### src/rtl/spq_pkg.sv
package spq_pkg;

    // opcode carried in s_tuser
    localparam logic OP_INSERT = 1'b0;
    localparam logic OP_POP    = 1'b1;

    // result status codes
    localparam logic [1:0] ST_OK    = 2'd0;
    localparam logic [1:0] ST_FULL  = 2'd1;
    localparam logic [1:0] ST_EMPTY = 2'd2;

    // shift command broadcast to every cell of the chain
    typedef struct packed {
        logic ins;
        logic pop;
    } cell_ctrl_t;

endpackage

### src/rtl/sorted_priority_queue_top.sv
// the result of an accepted input transaction is registered and appears on the master side in the next cycle
// throughput: one transaction per cycle while the master side takes results, set by the compare and shift in the cells
// a stalled result holds the output register and stops input only while it waits
// reset (rst_n low, asynchronous) empties the queue and clears the output valid
// cell storage is not cleared; contents of cells beyond the entry count never reach the result
module sorted_priority_queue_top #(
    parameter int CAPACITY = 16,
    parameter int KEY_BITS = 8,
    parameter int TAG_BITS = 8
) (
    input  logic clk,
    input  logic rst_n,
    input  logic s_tvalid,
    output logic s_tready,
    // key, tag
    input  logic [((KEY_BITS + TAG_BITS + 7) / 8) * 8 - 1:0] s_tdata,
    // opcode
    input  logic [0:0] s_tuser,
    output logic m_tvalid,
    input  logic m_tready,
    // popped_key, popped_tag, occupancy
    output logic [((KEY_BITS + TAG_BITS + $clog2(CAPACITY + 1) + 7) / 8) * 8 - 1:0] m_tdata,
    // popped_valid, status
    output logic [2:0] m_tuser
);

    localparam int CNT_W = $clog2(CAPACITY + 1);
    localparam int OUT_W = KEY_BITS + TAG_BITS + CNT_W;
    localparam int OUT_TDATA_W = ((OUT_W + 7) / 8) * 8;

    logic                 accept;
    logic                 op;
    logic [KEY_BITS-1:0]  in_key;
    logic [TAG_BITS-1:0]  in_tag;
    logic                 full;
    logic                 empty;
    spq_pkg::cell_ctrl_t  ctrl;

    logic [CNT_W-1:0]     count_reg;
    logic [CNT_W-1:0]     count_next;

    logic                 out_valid_reg;
    logic                 out_valid_next;
    logic                 pvalid_reg;
    logic [KEY_BITS-1:0]  pkey_reg;
    logic [TAG_BITS-1:0]  ptag_reg;
    logic [1:0]           status_reg;
    logic [CNT_W-1:0]     occ_reg;

    logic                 ge_w  [CAPACITY];
    logic [KEY_BITS-1:0]  key_w [CAPACITY];
    logic [TAG_BITS-1:0]  tag_w [CAPACITY];

    // input transaction decode
    assign s_tready = !out_valid_reg || m_tready;
    assign accept   = s_tvalid && s_tready;
    assign op       = s_tuser[0];
    assign in_key   = s_tdata[KEY_BITS-1:0];
    assign in_tag   = s_tdata[KEY_BITS +: TAG_BITS];
    assign full     = (count_reg == CNT_W'(CAPACITY));
    assign empty    = (count_reg == '0);

    assign ctrl.ins = accept && (op == spq_pkg::OP_INSERT) && !full;
    assign ctrl.pop = accept && (op == spq_pkg::OP_POP) && !empty;

    // chain of cells, head at index 0
    for (genvar i = 0; i < CAPACITY; i++)
    begin : g_cell
        logic                occ;
        logic                l_ge;
        logic [KEY_BITS-1:0] l_key;
        logic [TAG_BITS-1:0] l_tag;
        logic [KEY_BITS-1:0] r_key;
        logic [TAG_BITS-1:0] r_tag;

        assign occ = (CNT_W'(i) < count_reg);

        if (i == 0)
        begin : g_head
            assign l_ge  = 1'b1;
            assign l_key = in_key;
            assign l_tag = in_tag;
        end
        else
        begin : g_body
            assign l_ge  = ge_w[i-1];
            assign l_key = key_w[i-1];
            assign l_tag = tag_w[i-1];
        end

        if (i == CAPACITY - 1)
        begin : g_tail
            assign r_key = key_w[i];
            assign r_tag = tag_w[i];
        end
        else
        begin : g_inner
            assign r_key = key_w[i+1];
            assign r_tag = tag_w[i+1];
        end

        spq_cell #(
            .KEY_BITS (KEY_BITS),
            .TAG_BITS (TAG_BITS)
        ) u_cell (
            .clk       (clk),
            .ctrl      (ctrl),
            .occupied  (occ),
            .new_key   (in_key),
            .new_tag   (in_tag),
            .left_ge   (l_ge),
            .left_key  (l_key),
            .left_tag  (l_tag),
            .right_key (r_key),
            .right_tag (r_tag),
            .ge        (ge_w[i]),
            .key       (key_w[i]),
            .tag       (tag_w[i])
        );
    end

    // entry count update
    always_comb
    begin
        count_next = count_reg;
        if (ctrl.ins)
            count_next = count_reg + CNT_W'(1);
        else if (ctrl.pop)
            count_next = count_reg - CNT_W'(1);
    end

    always_comb
    begin
        out_valid_next = out_valid_reg;
        if (accept)
            out_valid_next = 1'b1;
        else if (m_tready)
            out_valid_next = 1'b0;
    end

    // control state
    always_ff @(posedge clk or negedge rst_n)
    begin
        if (!rst_n)
        begin
            count_reg     <= '0;
            out_valid_reg <= 1'b0;
        end
        else
        begin
            count_reg     <= count_next;
            out_valid_reg <= out_valid_next;
        end
    end

    // result register
    always_ff @(posedge clk)
    begin
        if (accept)
        begin
            pvalid_reg <= ctrl.pop;
            pkey_reg   <= ctrl.pop ? key_w[0] : '0;
            ptag_reg   <= ctrl.pop ? tag_w[0] : '0;
            occ_reg    <= count_next;
            if ((op == spq_pkg::OP_INSERT) && full)
                status_reg <= spq_pkg::ST_FULL;
            else if ((op == spq_pkg::OP_POP) && empty)
                status_reg <= spq_pkg::ST_EMPTY;
            else
                status_reg <= spq_pkg::ST_OK;
        end
    end

    assign m_tvalid = out_valid_reg;
    assign m_tdata  = OUT_TDATA_W'({occ_reg, ptag_reg, pkey_reg});
    assign m_tuser  = {status_reg, pvalid_reg};

endmodule

### src/rtl/spq_cell.sv
module spq_cell #(
    parameter int KEY_BITS = 8,
    parameter int TAG_BITS = 8
) (
    input  logic                 clk,
    input  spq_pkg::cell_ctrl_t  ctrl,
    input  logic                 occupied,
    input  logic [KEY_BITS-1:0]  new_key,
    input  logic [TAG_BITS-1:0]  new_tag,
    input  logic                 left_ge,
    input  logic [KEY_BITS-1:0]  left_key,
    input  logic [TAG_BITS-1:0]  left_tag,
    input  logic [KEY_BITS-1:0]  right_key,
    input  logic [TAG_BITS-1:0]  right_tag,
    output logic                 ge,
    output logic [KEY_BITS-1:0]  key,
    output logic [TAG_BITS-1:0]  tag
);

    logic [KEY_BITS-1:0] key_reg;
    logic [KEY_BITS-1:0] key_next;
    logic [TAG_BITS-1:0] tag_reg;
    logic [TAG_BITS-1:0] tag_next;

    // stored entry stays ahead of the new key when its key is greater or equal
    assign ge = occupied && (key_reg >= new_key);

    // choose keep, take new entry, or shift from a neighbor
    always_comb
    begin
        key_next = key_reg;
        tag_next = tag_reg;
        if (ctrl.ins && !ge)
        begin
            if (left_ge)
            begin
                key_next = new_key;
                tag_next = new_tag;
            end
            else
            begin
                key_next = left_key;
                tag_next = left_tag;
            end
        end
        else if (ctrl.pop)
        begin
            key_next = right_key;
            tag_next = right_tag;
        end
    end

    // entry storage, no reset needed
    always_ff @(posedge clk)
    begin
        key_reg <= key_next;
        tag_reg <= tag_next;
    end

    assign key = key_reg;
    assign tag = tag_reg;

endmodule

### config.mk
export PLATFORM = sky130hd
export DESIGN_NAME = sorted_priority_queue_top
export DESIGN_NICKNAME = d
export VERILOG_FILES = /design/src/rtl/spq_pkg.sv /design/src/rtl/sorted_priority_queue_top.sv /design/src/rtl/spq_cell.sv
export SDC_FILE = /design/constraint.sdc
export NUM_CORES = 1
export LEC_CHECK = 0
export BUFFER_PORTS_ARGS = -buffer_cell sky130_fd_sc_hd__buf_2
export CORE_ASPECT_RATIO = 0.9
export CORE_MARGIN = 4
export CORE_UTILIZATION = 55
export CTS_CLUSTER_DIAMETER = 120
export DETAILED_ROUTE_END_ITERATION = 8
export PLACE_DENSITY = 0.75
export SLEW_MARGIN = 20
export SYNTH_ARGS = -nofsm -noshare
export SYNTH_HDL_FRONTEND = slang
export SYNTH_SLANG_ARGS = --single-unit
### constraint.sdc
create_clock -name clk -period 3.05 [get_ports clk]
set_input_delay 0 -clock clk [delete_from_list [all_inputs] [get_ports clk]]
set_output_delay 0 -clock clk [all_outputs]
set_load 0.02 [all_outputs]
==> flow_summary.yaml, run 1 <==
logic_synthesis:
  ys_ff_latch: 286
  yosysTopAreaCell: "edfxtp_1"
  yosysUniqueCellTypes: 59
  synth_edf_count: 280
  syn-cell-area_um2: 17000
  synth_warnings: 0
  synth_ff_type: "edfxtp_1"
  async_reset_ff_frac: 0.0210
  synthTopCellsByArea: "edfxtp_1 49%, mux2i_1 12%, ha_1 9.7%"
  yosysSeqAreaShare: 0.503
  netlist.area_leader.share: 0.494
  synthCells: 1509
  synth.avg_cell_area_um2: 11.3
layout:
  mostFrequentLayoutCells: "280 x edfxtp_1, 205 x nand2_1, 196 x mux2i_1, 166 x o21ai_0, 132 x ha_1"
  n_antenna_cell: 0
  area_delta_synth_final_pct: 12.1
  fin_nets: 1742
  fin_util: 0.632
  final_common_cell: "edfxtp_1"
  drive_gt1_frac: 0.163
timing:
  rsz0062_at_grt: "false"
  fin_crit_sh: 0.938
  whs_ns: 0.0936
  relSlewSlack: 0.256
  finClkSkew_ns: 0.0109
  setup_violations: 0
  drv_slew: 0
  max_freq_mhz: 349
  final.min_clock_period_ns: 2.86
  worst_pin_slew_ns: 1.11
  hold_viol_final: 0
global_routing:
  grtUsageMet2: 0.388
  grt_use_met3: 0.0628
  antenna_found_initial: 0
  grtUsageMet1: 0.396
  busiest_layer: "met1"
  grt_max_degree: 33
  grt_use_total: 0.265
  grt_pass1_wl_um: 71100
  grt_pass1_vias: 12100
  overflow: 0
pwr:
  ir_drop_mv: 0.507
  p_per_area_nw_per_um2: 740
  leakage_nw: 7.81
setup_path:
  crit_type: "reg2reg"
  worstReg2RegEnd: "g_cell[7].u_cell.tag[3]"
  path_max_fanout: 16
  end_kind: "flop"
  reg2reg_from: "g_cell[6].u_cell.key[2]"
  startpoint_type: "flop"
  r2r_slack_ns: 0.19
  critical_path_arrival_ns: 3.16
  required_ns: 3.34
  startpoint: "g_cell[6].u_cell.key[2]"
  reg2reg_depth: 7
floorplanning:
  ios: 50
  die_h_um: 175
  start_util: 0.564
  die_w_um: 193
  rows: 60
  die_area_um2: 33800
  core_um2: 30200
clock_tree:
  cts_root_buffer: "clkbuf_16"
  cts.clk_slew.worst_paths_ns: 0.06
  h-tree-depth: 1
  cts_tree: "built"
  clkLatencyLatePin_ns: 0.55
  ctsResizeCount: 0
  clk_path_buf_depth: 3
  clkSinkCount: 286
  numCtsBuffers: 31
  postCtsSetupBuffers: 0
routing:
  viasPerCell: 6.23
  vias: 12600
  ant_nets: 0
  routed_wl_um: 46300
  wl_per_cell_um: 23.0
  drc: 0
  drtPass1Iterations: 6
  drt-initial-drc-count: 1309
hold_path:
  min_to: "g_cell[0].u_cell.key[0]"
  whs_path_depth: 3
  min-delay-path-class: "in2reg"
  min_from: "s_tdata[0]"
outcome:
  outcome: "finished, final reports clean"
flow_run:
  max-cap-violations: 0
place:
  place_hpwl_um: 33600
  io_buffers: 46
  gp_congestion: 0.869
## Yosys cell counts (all sizes together), types with 9 or more instances
cell type	number
a211oi	18
mux2i	196
edfxtp	280
nor3	13
a21oi	100
buf	31
nand2b	15
and2	18
nor2b	9
inv	27
nor2	76
nand2	207
nand3	13
ha	132
o21ai	182
mux2	71
clkbuf	58
## what timing repair did
action / CTS / global route
hold endpoints to repair: 9 / 0
endpoints found under the setup margin: 0 / 0
hold buffers: 5 / 0
## cell type report
cell class	instances	area (um^2)
Clock buffer	36	795
Clock inverter	20	169
Fill cell	2340	11100
Inverter	27	101
Multi-Input combinational cell	1109	8020
Sequential cell	286	8560
Tap cell	403	504
Timing Repair Buffer	134	916
## per-layer routing
| layer | up-vias | share of wire | routed length, um |
|---|---|---|---|
| met5 | - | 0 | 0 |
| met4 | 0 | 0.031 | 1440 |
| met3 | 108 | 0.11 | 5280 |
| met2 | 730 | 0.42 | 19400 |
| met1 | 5950 | 0.44 | 20200 |
| li1 | 5762 | - | - |
## power by group
| group | switching [mW] | total [mW] | internal, mW | leakage [nW] |
|---|---|---|---|---|
| Sequential | 0.524 | 5.81 | 5.28 | 2.71 |
| Combinational | 2.75 | 4.66 | 1.91 | 4.62 |
| Clock | 1.54 | 3.64 | 2.10 | 0.470 |
| Total | 4.82 | 14.1 | 9.29 | 7.81 |
## cell families after synthesis
family	after synthesis	synth area share
flops	286	0.503
compound gates	336	0.111
mux	267	0.162
xor+xnor	4	0.00206
buf+inv	116	0.0301
other cells	1	0.000220
simple gates	367	0.0941
fa+ha+maj	132	0.0971
## metrics by stage
stage          power, mW  area, um^2  setup WS, ns  cells  TNS, ns
6_report            14.1       19100         0.188   2015        0
5_1_grt             14.8       19100        0.0304   2015        0
4_1_cts             14.1       19100         0.241   2015        0
3_5_place_dp        10.4       18100         0.252   1954        0
3_3_place_gp        10.2       18000       -0.0638   1954   -0.727
2_1_floorplan       8.97       17000        0.0233   1511        0
## worst max-delay path, cell delays in order (launching register included)
cell      delay [ns]
edfxtp_1        0.41
ha_1            0.32
nand2_1         0.06
o21ai_0         0.26
a21oi_1         0.17
nor2_2          0.68
mux2_2          0.41
mux2_1          0.30
## worst max path at each step
stage	end	slack, ns	cells after the start
detailed placement	g_cell[9].u_cell.tag[5]	0.25	8
CTS	g_cell[7].u_cell.tag[3]	0.24	7
floorplan	g_cell[7].u_cell.key[0]	0.02	10
global route	g_cell[7].u_cell.tag[0]	0.03	7
finish	g_cell[7].u_cell.tag[3]	0.19	7
global placement	g_cell[7].u_cell.tag[0]	-0.06	7
(Power assumes the default switching activity.)
==> inputs of run 2 (changes only) <==
Settings changed: GPL_TIMING_DRIVEN from default to 0.
==> run 2 against run 1 <==
Net effect: clock skew decreased by 0.0011 ns; final cell count increased by 2.3%; clock power increased by 3%; via count increased by 4.5%; global-route usage increased by 2.1 points.
==> flow_summary.yaml, run 2 (same netlist as run 1, synthesis figures left out) <==
outcome:
  outcome: "finished, final reports clean"
setup_path:
  end_kind: "flop"
  startpoint_type: "flop"
  r2r_slack_ns: 0.04
  path_max_fanout: 10
  required_ns: 3.33
  critical_path_arrival_ns: 3.29
  crit_type: "reg2reg"
  path_cells: "ha_1, nand2_1, nor3_1, a21oi_1, nor2_1, buf_2, mux2i_1, o21ai_0"
  critPathMaxStageDelay_ns: 0.64
  crit_slowest_cell: "nor2_1"
place:
  gp_congestion: 0.965
  io_buffers: 46
  place_area_um2: 17800
  dpl.cell_count: 1961
  place_hpwl_um: 35600
clock_tree:
  cts_root_buffer: "clkbuf_16"
  cts.clk_slew.worst_paths_ns: 0.06
  clkSinkCount: 286
  cts_tree: "built"
  clk_path_buf_depth: 3
  clkLatencyLatePin_ns: 0.56
  h-tree-depth: 1
  numCtsBuffers: 31
layout:
  fin_cells: 2062
  fill_cells: 2334
  final_common_cell: "edfxtp_1"
  regArea_um2: 8560
  n_antenna_cell: 0
  mostFrequentLayoutCells: "280 x edfxtp_1, 196 x mux2i_1, 194 x nand2_1, 166 x o21ai_0, 132 x ha_1"
  fin_nets: 1788
  drive_gt1_frac: 0.183
  multi_input_area_um2: 8150
  area_delta_synth_final_pct: 14.1
  design_area_um2: 19400
routing:
  ant_nets: 0
  wl_per_cell_um: 24.6
  drtPass1Iterations: 5
  vias: 13100
  viasPerCell: 6.36
  drt-initial-drc-count: 1404
  routed_wl_um: 50800
  drc: 0
hold_path:
  min-delay-path-class: "in2reg"
pwr:
  leakage_nw: 7.89
  p_per_area_nw_per_um2: 742
  ir_drop_mv: 0.474
  power_mw: 14.4
floorplanning:
  die_h_um: 175
  ios: 50
  start_util: 0.564
  die_w_um: 193
  die_area_um2: 33800
  rows: 60
  core_um2: 30200
timing:
  rsz0062_at_grt: "true"
  final.min_clock_period_ns: 3.01
  setup_violations: 0
  finClkSkew_ns: 0.00975
  worst_pin_slew_ns: 0.810
  relSlewSlack: 0.458
  hold_viol_final: 0
  max_freq_mhz: 332
  drv_slew: 0
  fin_crit_sh: 0.986
global_routing:
  grt_use_total: 0.286
  antenna_found_initial: 0
  grt_pass1_wl_um: 75500
  grt_max_degree: 26
  grt_pass1_vias: 13000
  overflow: 0
flow_run:
  max-cap-violations: 0
-- run 2: through the flow --
step | hold slack, ns | setup WS (ns) | utilization | setup TNS (ns)
2_1_floorplan | -0.296 | 0.0233 | - | 0
3_5_place_dp | -0.163 | -1.61 | 0.589 | -519.24
3_3_place_gp | -0.162 | -1.59 | 0.588 | -507.53
6_report | 0.0226 | 0.0413 | 0.643 | 0
5_1_grt | 0.0208 | -0.0205 | 0.643 | -0.0724
4_1_cts | 0.000735 | -0.00516 | 0.637 | -0.0215
-- run 2: layer usage --
metal / global-route usage / routed length (um)
met5: 0 / 0
met4: 0.101 / 2110
met3: 0.0792 / 5300
met2: 0.452 / 22900
met1: 0.384 / 20500
-- run 2: path summary, 6_finish.rpt --
check                                    startpoint                       end  cells past startpoint
min in group asynchronous                     rst_n              count_reg[3]                      3
max reg2reg                 g_cell[4].u_cell.key[5]   g_cell[5].u_cell.tag[3]                      8
min                                     s_tdata[14]   g_cell[4].u_cell.tag[6]                      3
max                         g_cell[4].u_cell.key[5]   g_cell[5].u_cell.tag[3]                      8
min reg2reg                g_cell[12].u_cell.tag[1]  g_cell[11].u_cell.tag[1]                      2
max in group asynchronous                     rst_n              count_reg[1]                      3
-- run 2: report_power, final --
| part | leakage, nW | internal (mW) | switching [mW] |
|---|---|---|---|
| Sequential | 2.71 | 5.28 | 0.502 |
| Combinational | 4.68 | 1.89 | 2.95 |
| Clock | 0.492 | 2.20 | 1.56 |
-- run 2: cell type report --
cell class                 instances  share of cell area
buffer                            88              0.0230
clock buffer                      41              0.0440
clock inverter                    16             0.00793
inverter                          27             0.00677
multi-input combinational       1109               0.420
sequential                       286               0.441
tap                              403              0.0260
timing repair buffer              91              0.0313
timing repair inverter             1            0.000258
-- run 2: critical path: cells and delay by family (launching register included) --
| family | cells | cell delay [ns] |
|---|---|---|
| buffers and inverters | 1 | 0.42 |
| AO/OA/AOI/OAI | 2 | 0.24 |
| flip-flops | 1 | 0.52 |
| multiplexers | 1 | 0.28 |
| AND/OR/NAND/NOR | 3 | 0.88 |
| adder cells (fa/ha/maj) | 1 | 0.37 |
-- run 2: repair_timing --
item                                    in CTS  in global routing
gates cloned                                 0                  1
pin swaps                                    2                  2
endpoints found under the hold margin       14                  0
hold buffers                                 8                  0
endpoints found under the setup margin     509                345
setup buffers                               33                  3
gates resized for setup                     42                 54
